**src/design/modular_exponentiation_core_defines.svh**
```systemverilog
// Assertion macros for the modular exponentiation core.
// Included by files that carry concurrent assertions; no other dependencies.
`ifndef MODULAR_EXPONENTIATION_CORE_DEFINES_SVH
`define MODULAR_EXPONENTIATION_CORE_DEFINES_SVH
`ifndef NO_ASSERTIONS
`define ME_ASSERT_IMPL(label, clk, rst_n, prop) \
    label: assert property (@(posedge clk) disable iff (!rst_n) prop) \
    else $error("assertion failed");
`define ME_ASSERT_ALWAYS(label, clk, prop) \
    label: assert property (@(posedge clk) prop) else $error("assertion failed");
`else
`define ME_ASSERT_IMPL(label, clk, rst_n, prop)
`define ME_ASSERT_ALWAYS(label, clk, prop)
`endif
`endif

```
**src/design/modexp_pkg.sv**
```systemverilog
// Shared types and constants for the modular exponentiation core.
// No dependencies.
package modexp_pkg;
    localparam int MOD_WIDTH_DEF = 31;
    localparam int IN_WIDTH      = 32;
    localparam longint unsigned MOD_RESET = 64'd2147483647;

    typedef enum logic [2:0] {
        ST_IDLE,
        ST_REDUCE,
        ST_MULT,
        ST_SQUARE,
        ST_DONE
    } t_state;
endpackage

```
**src/design/modexp_in_if.sv**
```systemverilog
// Input channel: base and exponent with a valid/ready handshake.
// Depends on modexp_pkg.
interface modexp_in_if;
    import modexp_pkg::*;
    logic                  valid;
    logic                  ready;
    logic [IN_WIDTH-1:0]   base_value;
    logic [IN_WIDTH-1:0]   exponent;
    modport source (output valid, base_value, exponent, input ready);
    modport sink   (input valid, base_value, exponent, output ready);
endinterface

```
**src/design/modexp_out_if.sv**
```systemverilog
// Output channel: power result with a valid/ready handshake.
// Parameterized by the modulus width.
interface modexp_out_if #(parameter int MOD_WIDTH = 31);
    logic                 valid;
    logic                 ready;
    logic [MOD_WIDTH-1:0] power_result;
    modport source (output valid, power_result, input ready);
    modport sink   (input valid, power_result, output ready);
endinterface

```
**src/design/modexp_cell.sv**
```systemverilog
// One bit cell of the serial modular multiplier: adds its partial residue
// bit and the gated addend bit, passing carries on. No dependencies.
module modexp_cell (
    input  logic i_r,
    input  logic i_a,
    input  logic i_add,
    input  logic i_cin,
    output logic o_sum,
    output logic o_cout
);
    logic w_b;
    assign w_b    = i_add & i_a;
    assign o_sum  = i_r ^ w_b ^ i_cin;
    assign o_cout = (i_r & w_b) | (i_r & i_cin) | (w_b & i_cin);
endmodule

```
**src/design/modexp_mulrow.sv**
```systemverilog
// Row of bit cells forming one shift-and-add step with reduction:
// r = 2r mod m, then r = r + a mod m when the multiplier bit is set.
// Depends on modexp_cell.
module modexp_mulrow #(
    parameter int MOD_WIDTH = 31
) (
    input  logic [MOD_WIDTH-1:0] i_r,
    input  logic [MOD_WIDTH-1:0] i_a,
    input  logic [MOD_WIDTH-1:0] i_m,
    input  logic                 i_bit,
    output logic [MOD_WIDTH-1:0] o_r
);
    logic [MOD_WIDTH:0]   w_dbl;
    logic [MOD_WIDTH:0]   w_dred;
    logic [MOD_WIDTH-1:0] w_d;
    logic [MOD_WIDTH:0]   w_carry;
    logic [MOD_WIDTH:0]   w_sum;
    logic [MOD_WIDTH:0]   w_sred;

    assign w_dbl  = {i_r, 1'b0};
    assign w_dred = w_dbl - {1'b0, i_m};
    assign w_d    = (w_dbl >= {1'b0, i_m}) ? w_dred[MOD_WIDTH-1:0] : w_dbl[MOD_WIDTH-1:0];

    assign w_carry[0] = 1'b0;
    for (genvar g = 0; g < MOD_WIDTH; g++) begin : g_cell
        modexp_cell u_cell (
            .i_r   (w_d[g]),
            .i_a   (i_a[g]),
            .i_add (i_bit),
            .i_cin (w_carry[g]),
            .o_sum (w_sum[g]),
            .o_cout(w_carry[g+1])
        );
    end
    assign w_sum[MOD_WIDTH] = w_carry[MOD_WIDTH];
    assign w_sred = w_sum - {1'b0, i_m};
    assign o_r    = (w_sum >= {1'b0, i_m}) ? w_sred[MOD_WIDTH-1:0] : w_sum[MOD_WIDTH-1:0];
endmodule

```
**src/design/modular_exponentiation_core.sv**
```systemverilog
// Modular exponentiation core: right-to-left square-and-multiply.
// Channels: in (base_value, exponent) and out (power_result), valid/ready.
// Config: i_cfg_we/i_cfg_wdata write the modulus (reset 2^31-1); modulus 0
// acts as 1. Write only while idle.
// One item at a time. The base is first reduced by a restoring pass over its
// 32 bits, one dividend bit per cycle. The multiply for the lowest set
// exponent bit just takes the reduced base, since the running result is
// still one. Each later exponent bit takes a square and, when set, a
// multiply, each over MOD_WIDTH multiplier bits through one shared
// shift-and-add row; the square state ends the item when no set bits are
// left. Exponent zero goes straight from the reduction to the result.
// The result sits in an output register until taken; a stalled receiver
// holds the block in its done state and no new item is accepted.
// Synchronous active-low reset returns to idle and restores the modulus.
// Depends on modexp_pkg, modexp_in_if, modexp_out_if, modexp_mulrow.
`include "modular_exponentiation_core_defines.svh"
module modular_exponentiation_core #(
    parameter int MOD_WIDTH = modexp_pkg::MOD_WIDTH_DEF
) (
    input  logic                 i_clk,
    input  logic                 i_rst_n,
    input  logic                 i_cfg_we,
    input  logic [MOD_WIDTH-1:0] i_cfg_wdata,
    modexp_in_if.sink            in_ch,
    modexp_out_if.source         out_ch
);
    import modexp_pkg::*;

    localparam int CW = $clog2(IN_WIDTH + MOD_WIDTH + 1);
    localparam int BW = $clog2(MOD_WIDTH);
    localparam logic [MOD_WIDTH-1:0] MOD_RST = MOD_WIDTH'(MOD_RESET);
    localparam logic [MOD_WIDTH-1:0] ONE = MOD_WIDTH'(1);

    t_state r_state, n_state;
    logic [MOD_WIDTH-1:0] r_mod;
    logic [MOD_WIDTH-1:0] r_base, n_base;
    logic [MOD_WIDTH-1:0] r_res, n_res;
    logic [MOD_WIDTH-1:0] r_acc, n_acc;
    logic [IN_WIDTH-1:0]  r_exp, n_exp;
    logic [IN_WIDTH-1:0]  r_div, n_div;
    logic [CW-1:0]        r_cnt, n_cnt;
    logic                 r_first, n_first;
    logic [MOD_WIDTH-1:0] w_m;
    logic [MOD_WIDTH-1:0] w_row;
    logic [MOD_WIDTH-1:0] w_mula;
    logic [MOD_WIDTH-1:0] w_mulb;
    logic [BW-1:0]        w_bidx;
    logic                 w_bit;
    logic [MOD_WIDTH:0]   w_rem;
    logic [MOD_WIDTH:0]   w_remsub;

    assign w_m = (r_mod == '0) ? ONE : r_mod;

    // shared multiplier row; in ST_MULT a = base, b = res; in ST_SQUARE both base
    assign w_mula = r_base;
    assign w_mulb = (r_state == ST_MULT) ? r_res : r_base;
    assign w_bidx = r_cnt[BW-1:0] - 1'b1;
    assign w_bit  = w_mulb[w_bidx];

    modexp_mulrow #(.MOD_WIDTH(MOD_WIDTH)) u_row (
        .i_r  (r_acc),
        .i_a  (w_mula),
        .i_m  (w_m),
        .i_bit(w_bit),
        .o_r  (w_row)
    );

    // restoring reduction of the base, one dividend bit per cycle
    assign w_rem    = {r_base, r_div[IN_WIDTH-1]};
    assign w_remsub = w_rem - {1'b0, w_m};

    always_ff @(posedge i_clk) begin
        if (!i_rst_n) begin
            r_mod <= MOD_RST;
        end else if (i_cfg_we) begin
            r_mod <= i_cfg_wdata;
        end
    end

    always_ff @(posedge i_clk) begin
        if (!i_rst_n) begin
            r_state <= ST_IDLE;
        end else begin
            r_state <= n_state;
        end
    end

    always_ff @(posedge i_clk) begin
        r_base  <= n_base;
        r_res   <= n_res;
        r_acc   <= n_acc;
        r_exp   <= n_exp;
        r_div   <= n_div;
        r_cnt   <= n_cnt;
        r_first <= n_first;
    end

    always_comb begin
        n_state = r_state;
        n_base  = r_base;
        n_res   = r_res;
        n_acc   = r_acc;
        n_exp   = r_exp;
        n_div   = r_div;
        n_cnt   = r_cnt;
        n_first = r_first;
        in_ch.ready  = 1'b0;
        out_ch.valid = 1'b0;
        case (r_state)
            ST_IDLE: begin
                in_ch.ready = 1'b1;
                if (in_ch.valid) begin
                    n_base  = '0;
                    n_div   = in_ch.base_value;
                    n_exp   = in_ch.exponent;
                    n_res   = ONE;
                    n_first = 1'b1;
                    n_cnt   = CW'(IN_WIDTH);
                    n_state = ST_REDUCE;
                end
            end
            ST_REDUCE: begin
                n_base = (w_rem >= {1'b0, w_m}) ? w_remsub[MOD_WIDTH-1:0]
                                                : w_rem[MOD_WIDTH-1:0];
                n_div  = r_div << 1;
                n_cnt  = r_cnt - 1'b1;
                if (r_cnt == CW'(1)) begin
                    n_acc = '0;
                    n_cnt = CW'(MOD_WIDTH);
                    if (r_exp == '0) begin
                        n_state = ST_DONE;
                    end else if (r_exp[0]) begin
                        n_state = ST_MULT;
                    end else begin
                        n_state = ST_SQUARE;
                    end
                end
            end
            ST_MULT: begin
                if (r_first) begin
                    // first multiply is by one: take the reduced base
                    n_res   = r_base;
                    n_first = 1'b0;
                    n_acc   = '0;
                    n_cnt   = CW'(MOD_WIDTH);
                    n_state = ST_SQUARE;
                end else begin
                    n_acc = w_row;
                    n_cnt = r_cnt - 1'b1;
                    if (r_cnt == CW'(1)) begin
                        n_res   = w_row;
                        n_acc   = '0;
                        n_cnt   = CW'(MOD_WIDTH);
                        n_state = ST_SQUARE;
                    end
                end
            end
            ST_SQUARE: begin
                if (r_exp[IN_WIDTH-1:1] == '0) begin
                    // no set bits left: squaring no longer matters
                    n_state = ST_DONE;
                end else begin
                    n_acc = w_row;
                    n_cnt = r_cnt - 1'b1;
                    if (r_cnt == CW'(1)) begin
                        n_base  = w_row;
                        n_acc   = '0;
                        n_cnt   = CW'(MOD_WIDTH);
                        n_exp   = r_exp >> 1;
                        n_state = r_exp[1] ? ST_MULT : ST_SQUARE;
                    end
                end
            end
            ST_DONE: begin
                out_ch.valid = 1'b1;
                if (out_ch.ready) begin
                    n_state = ST_IDLE;
                end
            end
            default: begin
                n_state = ST_IDLE;
            end
        endcase
    end

    assign out_ch.power_result = r_res;

    `ME_ASSERT_IMPL(a_one_side, i_clk, i_rst_n, !(in_ch.ready && out_ch.valid))
    `ME_ASSERT_IMPL(a_done_hold, i_clk, i_rst_n,
        (out_ch.valid && !out_ch.ready) |=> (out_ch.valid && $stable(r_res)))
    `ME_ASSERT_IMPL(a_res_range, i_clk, i_rst_n,
        (r_state == ST_SQUARE && !r_first) |-> (r_res < w_m))
    `ME_ASSERT_IMPL(a_cnt_range, i_clk, i_rst_n,
        (r_state == ST_MULT || r_state == ST_SQUARE) |-> (r_cnt <= CW'(MOD_WIDTH)))
endmodule

```
**src/flat_wrapper.sv**
```systemverilog
// flat-port wrapper written by rule: the top's interface ports become plain ports
module modular_exponentiation_core_flat import modexp_pkg::*;
#(
    parameter int MOD_WIDTH = modexp_pkg::MOD_WIDTH_DEF
)
  (i_clk, i_rst_n, i_cfg_we, i_cfg_wdata, in_ch_valid, in_ch_base_value, in_ch_exponent, in_ch_ready, out_ch_valid, out_ch_power_result, out_ch_ready);
  modexp_in_if in_ch_i ();
  modexp_out_if #(.MOD_WIDTH(MOD_WIDTH)) out_ch_i ();
  input  logic i_clk;
  input  logic i_rst_n;
  input  logic i_cfg_we;
  input  logic [MOD_WIDTH-1:0] i_cfg_wdata;
  input wire logic [$bits(in_ch_i.valid)-1:0] in_ch_valid;
  input wire logic [$bits(in_ch_i.base_value)-1:0] in_ch_base_value;
  input wire logic [$bits(in_ch_i.exponent)-1:0] in_ch_exponent;
  output wire logic [$bits(in_ch_i.ready)-1:0] in_ch_ready;
  output wire logic [$bits(out_ch_i.valid)-1:0] out_ch_valid;
  output wire logic [$bits(out_ch_i.power_result)-1:0] out_ch_power_result;
  input wire logic [$bits(out_ch_i.ready)-1:0] out_ch_ready;
  assign in_ch_i.valid = in_ch_valid;
  assign in_ch_i.base_value = in_ch_base_value;
  assign in_ch_i.exponent = in_ch_exponent;
  assign in_ch_ready = in_ch_i.ready;
  assign out_ch_valid = out_ch_i.valid;
  assign out_ch_power_result = out_ch_i.power_result;
  assign out_ch_i.ready = out_ch_ready;
  modular_exponentiation_core #(.MOD_WIDTH(MOD_WIDTH)) u_core (.i_clk(i_clk), .i_rst_n(i_rst_n), .i_cfg_we(i_cfg_we), .i_cfg_wdata(i_cfg_wdata), .in_ch(in_ch_i), .out_ch(out_ch_i));
endmodule
```
**config.mk**
```make
export PLATFORM = sky130hd
export DESIGN_NAME = modular_exponentiation_core_flat
export DESIGN_NICKNAME = d
export VERILOG_FILES = /design/src/design/modexp_pkg.sv /design/src/design/modexp_in_if.sv /design/src/design/modexp_out_if.sv /design/src/design/modexp_cell.sv /design/src/design/modexp_mulrow.sv /design/src/design/modular_exponentiation_core.sv /design/src/flat_wrapper.sv
export VERILOG_INCLUDE_DIRS = /design/src /design/src/design
export SDC_FILE = /design/constraint.sdc
export NUM_CORES = 1
export LEC_CHECK = 0
export BUFFER_PORTS_ARGS = -buffer_cell sky130_fd_sc_hd__buf_2
export CAP_MARGIN = 20
export CORE_AREA = 5 5 159 161
export CTS_BUF_LIST = sky130_fd_sc_hd__clkbuf_2 sky130_fd_sc_hd__clkbuf_4 sky130_fd_sc_hd__clkbuf_8
export CTS_CLUSTER_DIAMETER = 40
export DETAILED_ROUTE_END_ITERATION = 10
export DIE_AREA = 0 0 164 166
export GPL_TIMING_DRIVEN = 0
export PLACE_DENSITY = 0.88
export SYNTH_ARGS = -nofsm -noshare
export SYNTH_HDL_FRONTEND = slang
export SYNTH_SLANG_ARGS = --single-unit
```
**constraint.sdc**
```tcl
create_clock -name i_clk -period 32.1 [get_ports i_clk]
set_clock_uncertainty 0.1 [all_clocks]
set_input_delay 1.605 -clock i_clk [delete_from_list [all_inputs] [get_ports i_clk]]
set_output_delay 1.605 -clock i_clk [all_outputs]
set_load 0.1 [all_outputs]
```
; ---- After elaboration in Yosys (flattened, before gate mapping)
; Cells that the tools add are included.
[word_totals]
register_bits = 198
inputBits = 100
wordCells = 336
[classes]
n_mux = 45
n_lt_le_gt_ge = 4
bitwise = 243
addsub = 5
reduce_logical = 18
eq_ne = 12
[op_table]
columns = op, n
row1 = $mux W31, 14
row2 = $pmux W31 S3, 2
row3 = $mux W32, 4
row4 = $pmux W32 S2, 2
row5 = $and A1 B1 Y1, 122
row6 = $ge A32 B31 Y1, 3
row7 = $sub A31 B31 Y31, 3
row8 = $logic_not A31 Y1, 2
row9 = $pmux W31 S2, 1
row10 = $xor A1 B1 Y1, 61
row11 = $or A1 B1 Y1, 60
row12 = $logic_not A32 Y1, 1
row13 = $mux W3, 8
row14 = $mux W6, 4
row15 = $pmux W6 S4, 1
row16 = $pmux W3 S5, 1
row17 = $reduce_and A3 Y1, 3
row18 = $reduce_and A4 Y1, 2
row19 = $eq A3 B2 Y1 const B, 2
row20 = $eq A6 B1 Y1 const B, 1
row21 = $lt A5 B6 Y1 const B, 1
row22 = $mux W1, 6
row23 = $ne A2 B2 Y1 const B, 3
row24 = $reduce_bool A2 Y1, 3
row25 = 14 further kinds, 17

; ---- Logic depth before layout (Yosys ltp)
[depth]
ltp_word = 101
mapped_depth = 58
mapped_depth_nobuf = 54

; ---- Modules after synthesis
; A second synthesis with hierarchy kept.
[unflattened]
hier_cells = 1969
area_unflattened_um2 = 16560.9
[by_module_without_submodules]
columns = module, seq_area_each_um2, area_each_um2, cells_per_inst, instances
row1 = modular_exponentiation_core, 5605.4, 11101.9, 1125, 1
row2 = modexp_mulrow, 0.0, 4256.6, 658, 1
row3 = modexp_cell, 0.0, 38.8, 6, 31

; ---- Worst setup path after synthesis
; OpenSTA, ideal clock, no wires.
[synth_path]
kind = flip-flop to flip-flop
startpoint = register u_core.r_mod[0]
endpoint = register u_core.r_res[12], in the netlist u_core.out_ch.power_result[12] (data pin)
stages_incl_launch_ff = 59
setup_slack_ns = 15.382
required_ns = 31.744
t_arrival_ns = 16.362
path_buffers = 4
path_cell_list = dfxtp_1 -> nor4_1 -> nand4_1 -> nor2_1 -> nor2_1 -> fa_1 -> a211oi_1 -> o211ai_1 -> nand3_1 -> nand3b_1 -> a41o_1 -> nand4_1 -> a22o_1 -> buf_2 -> buf_1 -> nor2_1 -> ha_1 -> fa_1 -> [... 23 more ...] -> fa_1 -> fa_1 -> fa_1 -> fa_1 -> fa_1 -> inv_1 -> fa_1 -> inv_1 -> ha_1 -> nand2_1 -> o2111ai_1 -> a41oi_1 -> nor2_2 -> buf_6 -> buf_6 -> mux2i_2 -> nand2_1 -> o211a_1
[synth_via]
elab_chain_cells = 100
word_cells_on_any_way = 223
cone_classes = add/sub (2) / order compare (2) / mux (6) / bitwise (212) / reduce/logical (1)
[synth_rtl]
columns = item, line_no
row1 = "start, declared", modular_exponentiation_core.sv:35  ; logic [MOD_WIDTH-1:0] r_mod;
row2 = "start signal, assigned", modular_exponentiation_core.sv:76  ; r_mod <= i_cfg_wdata;
row3 = $logic_not A31 Y1, modular_exponentiation_core.sv:52  ; assign w_m = (r_mod == '0) ? ONE : r_mod;
row4 = $mux W31 *, modular_exponentiation_core.sv:52
row5 = $sub A31 B31 Y31 / $ge A32 B31 Y1 (equally long branches), "modexp_mulrow.sv:21, modexp_mulrow.sv:22"
row6 = $mux W31, modexp_mulrow.sv:22  ; assign w_d = (w_dbl >= {1'b0, i_m}) ? w_dred[MOD_WIDTH-1:0] : w_dbl[MOD_WIDTH-1:0];
row7 = $and A1 B1 Y1 (2 in a row), modexp_cell.sv:14  ; assign o_cout = (i_r & w_b) | (i_r & i_cin) | (w_b & i_cin);
row8 = $or A1 B1 Y1 (2 in a row), modexp_cell.sv:14
row9 = $and A1 B1 Y1, modexp_cell.sv:14
row10 = $or A1 B1 Y1 (2 in a row), modexp_cell.sv:14
row11 = [... 79 more ...], --
row12 = $or A1 B1 Y1 (2 in a row), modexp_cell.sv:14
row13 = $and A1 B1 Y1, modexp_cell.sv:14
row14 = $or A1 B1 Y1 (2 in a row), modexp_cell.sv:14
row15 = $ge A32 B31 Y1, modexp_mulrow.sv:37  ; assign o_r = (w_sum >= {1'b0, i_m}) ? w_sred[MOD_WIDTH-1:0] : w_sum[MOD_WIDTH-1:0];
row16 = $mux W31 *, modexp_mulrow.sv:37
row17 = $mux W31 *, modular_exponentiation_core.sv:150  ; if (r_cnt == CW'(1)) begin
row18 = $mux W31 *, modular_exponentiation_core.sv:140  ; if (r_first) begin
row19 = $pmux W31 S2 *, modular_exponentiation_core.sv:109  ; case (r_state)
row20 = "end signal, assigned", modular_exponentiation_core.sv:90  ; r_res <= n_res;
row21 = "end, declared", modular_exponentiation_core.sv:37  ; logic [MOD_WIDTH-1:0] r_res, n_res;
; Every way passes the cells marked *; elsewhere a longest branch is shown, timed or not. The select of a mux whose other input is x is not followed.
; A chain may end at the register's enable or synchronous reset.

; ---- Worst setup path after layout
[layout_path]
startpoint = register u_core.r_mod[23]
endpoint = register u_core.r_base[0] (data pin)
[layout_via]
elab_chain_cells = 100
word_cells_on_any_way = 226
cone_classes = add/sub (3) / order compare (3) / mux (7) / bitwise (212) / reduce/logical (1)
[layout_rtl]
columns = item, line_no
row1 = $logic_not A31 Y1, modular_exponentiation_core.sv:52
row2 = $mux W31 *, modular_exponentiation_core.sv:52
row3 = $sub A31 B31 Y31 / $ge A32 B31 Y1 (equally long branches), "modexp_mulrow.sv:21, modexp_mulrow.sv:22"
row4 = $mux W31, modexp_mulrow.sv:22
row5 = $and A1 B1 Y1 (2 in a row), modexp_cell.sv:14
row6 = $or A1 B1 Y1 (2 in a row), modexp_cell.sv:14
row7 = $and A1 B1 Y1, modexp_cell.sv:14
row8 = $or A1 B1 Y1 (2 in a row), modexp_cell.sv:14
row9 = [... 81 more ...], --
row10 = $and A1 B1 Y1, modexp_cell.sv:14
row11 = $or A1 B1 Y1 (2 in a row), modexp_cell.sv:14
row12 = $ge A32 B31 Y1, modexp_mulrow.sv:37
row13 = $mux W31, modexp_mulrow.sv:37
row14 = $mux W31, modular_exponentiation_core.sv:165  ; if (r_cnt == CW'(1)) begin
row15 = $mux W31, modular_exponentiation_core.sv:159  ; if (r_exp[IN_WIDTH-1:1] == '0) begin
row16 = $pmux W31 S3 *, modular_exponentiation_core.sv:109
row17 = via u_core.n_base[0], modular_exponentiation_core.sv:36  ; logic [MOD_WIDTH-1:0] r_base, n_base;
row18 = "end signal, assigned", modular_exponentiation_core.sv:89  ; r_base <= n_base;
row19 = "end, declared", modular_exponentiation_core.sv:36
; Mark *: on every way through the listed nets, which the timed path passes. The rest lies on a longest branch. The select of a mux whose other input is x is not followed.

==> flow_summary.json <==
{
  "dpl_worst_slack_ps": 12790,
  "yosys.cell_types.count": 83,
  "min_path_type": "reg2reg",
  "nFillCells": 1837,
  "grt_max_degree": 32,
  "critical_path_arrival_ps": 19640,
  "synth_flop_cell": "edfxtp_1",
  "drv_cap": 0,
  "overflow": 0,
  "critPathMaxFanout": 10,
  "vias": 14460,
  "synthMuxAreaShare_pct": 5.158,
  "wire_per_inst_um": 21.52,
  "worstSetupEndpointType": "flip-flop",
  "wl_met3_mm": 5.521,
  "worstSetupStartpointType": "flip-flop",
  "synth_top_family_by_area": "compound AO/OA/AOI/OAI gates",
  "multi_input_area_um2": 9503,
  "synth-async-reset-ratio_pct": 0,
  "die_area_um2": 27220,
  "drt_first_pass_iters": 6,
  "hold_slack_ps": 427.5,
  "place_inst": 2209,
  "syn_inst": 1749,
  "detail-route-antenna-nets": 0,
  "cp.required_ps": 32230,
  "tns_ps": 0,
  "fin_ws_ps": 12590,
  "status": "completed",
  "cts_hold_buf": 0,
  "pin_count": 133,
  "cts.repair.resized": 0,
  "portBuffers": 130,
  "synth_adder_area_share_pct": 11.83,
  "fin_nets": 2134,
  "wl_met1_mm": 18.73,
  "syn_area_um2": 15740,
  "antenna_found_initial": 0,
  "routed_via_density": 6.448,
  "cts_tree": "done",
  "post_cts.repair.setup_buffers": 0,
  "die_h_um": 166,
  "layout-drive-gt1-share_pct": 13.03,
  "place.gp.congestion": 0.9763,
  "post_synth.cell_area_avg_um2": 9.002,
  "finalCritPeriodShare_pct": 60.77,
  "seq_area_frac_synth_pct": 35.60,
  "max_slew_margin_pct": 34.87,
  "worst_pin_slew_ps": 974.7,
  "register_area_um2": 5605,
  "drv_slew": 0,
  "die_w_um": 164,
  "synth_xor_area_share_pct": 4.339,
  "cpMostUsedCell": "fa_1",
  "worstSetupPathType": "reg2reg",
  "setup_viol": 0,
  "dr.max_layer_used": "met4",
  "fin_crit_ps": 19510,
  "path_clk_slew_ps": 130,
  "cts.path.max_buffers": 2,
  "finalNonFillerCells": 2242,
  "fmax_ghz": 0.05126,
  "synth-edff-count": 164,
  "clkLatencyLatePin_ps": 500,
  "synthSimpleGateAreaFrac_pct": 18.54,
  "initial_utilization_pct": 66.09,
  "met2_wirelength_mm": 22.31,
  "core-area_um2": 23820,
  "grt_pass1_vias": 14000,
  "wl_mm": 48.26,
  "yosysWarnings": 0,
  "rows": 57,
  "synth_compound_area_share_pct": 20.26,
  "drt_iter0_drc": 1823,
  "cpPeakStageDelay_ps": 770,
  "cp_slowest_cell": "a41oi_1",
  "antenna_cells": 0,
  "drcViolationCount": 0,
  "cts_made_buffers": 17,
  "hold_viol": 0,
  "root_buffer": "clkbuf_8",
  "grt_pass1_wl_mm": 74.11,
  "ys_ff_latch": 198,
  "syn_nets": 1978,
  "cts_sinks": 198,
  "cts_max_level": 4,
  "syn2layout_area_growth_pct": 10.28,
  "dp_hpwl_mm": 38.25,
  "grtUsageTotal_pct": 34.76,
  "rsz0062_at_grt": "false"
}
-- Yosys cell counts (8+ instances only) --
library cell | number | area [µm²]
fa_1 | 33 | 660.6
nor3_1 | 22 | 110.1
o31ai_1 | 10 | 75.07
edfxtp_1 | 164 | 4925
a211oi_1 | 47 | 352.8
o21bai_1 | 14 | 105.1
o211a_1 | 18 | 180.2
and2_1 | 35 | 219.0
o21a_1 | 24 | 180.2
xnor2_1 | 45 | 394.1
clkbuf_1 | 66 | 247.7
xor2_1 | 33 | 289.0
nor4_1 | 20 | 125.1
buf_2 | 15 | 75.07
and3_1 | 14 | 87.58
nor2b_1 | 14 | 87.58
mux4_2 | 17 | 382.9
a21o_1 | 34 | 255.2
a31oi_1 | 9 | 56.30
mux2i_2 | 8 | 110.1
o21ai_0 | 100 | 500.5
nand3_1 | 28 | 140.1
o211ai_1 | 43 | 322.8
ha_1 | 96 | 1201
nand2_1 | 338 | 1269
dfxtp_1 | 34 | 680.7
nand4_1 | 20 | 125.1
mux2i_1 | 21 | 210.2
nor2_1 | 120 | 450.4
a21oi_1 | 116 | 580.6
inv_1 | 64 | 240.2
-- cell type report --
type | instances | area share, %
sequential | 198 | 32.29
timing repair buffer | 137 | 4.382
multi-input combinational | 1387 | 54.73
tap | 324 | 2.335
buffer | 97 | 2.429
clock inverter | 14 | 0.9945
clock buffer | 18 | 1.391
inverter | 67 | 1.449
-- routing by layer --
metal | vias to the layer above | track usage [%]
li1 | 6688 | -
met1 | 6664 | 46.37
met2 | 966 | 56.48
met3 | 138 | 7.148
met4 | 0 | 12.36
met5 | - | 0
-- cell families after synthesis --
group | after synthesis
DFF | 198
AOI/OAI and AO/OA | 476
and+or+nand+nor | 651
buffers and inverters | 164
muxes | 53
xor gates and xnor gates | 78
adders and majority gates | 129
-- placed cells by master, fill, tap and decap left out, types with 17 or more instances in the layout --
cell / count
a21o_1: 34
o211a_1: 18
nand2_1: 338
clkbuf_8: 17
xor2_1: 33
mux2i_1: 21
dfxtp_1: 34
inv_1: 64
o211ai_1: 43
nand4_1: 20
ha_1: 96
nand3_1: 28
nor3_1: 22
fa_1: 33
and2_1: 35
o21a_1: 24
buf_2: 146
a21oi_1: 116
clkbuf_1: 66
nor4_1: 20
mux4_2: 17
a211oi_1: 47
o21ai_0: 100
edfxtp_1: 164
xnor2_1: 45
nor2_1: 119
-- worst max-delay path, delay by kind of cell, from the launching register on --
kind	cells	cell delay [ps]
fa+ha+maj	33	12890
compound gates	8	2880
simple gates	10	1850
buf+inv	5	1140
flops	1	340
-- registers in the layout, summed over array words and instances, names as in the netlist --
name / count
u_core.r_div: 32
u_core.r_exp: 32
u_core.r_mod: 31
u_core.r_base: 31
u_core.r_state: 3
u_core.r_acc: 31
u_core.r_cnt: 6
u_core.r_first: 1
u_core.out_ch.power_result: 31
-- per-stage QoR --
stage | cell area (µm²) | utilization [%]
2_1_floorplan | 15740 | -
3_3_place_gp | 16800 | 70.53
3_5_place_dp | 16940 | 71.13
4_1_cts | 17360 | 72.86
5_1_grt | 17360 | 72.89
6_report | 17360 | 72.89
-- final timing paths --
kind                           end        startpoint  slack (ps)  cells past startpoint
setup / recovery  u_core.r_base[0]  u_core.r_mod[23]       12590                     56
hold / removal     u_core.r_div[9]   u_core.r_div[8]         430                      2
setup reg to reg  u_core.r_base[0]  u_core.r_mod[23]       12590                     56
hold reg to reg    u_core.r_div[9]   u_core.r_div[8]         430                      2
Power is left out: the tool's default activity adds up to more than one toggle a clock period on the data nets, which glitch-free logic cannot reach.
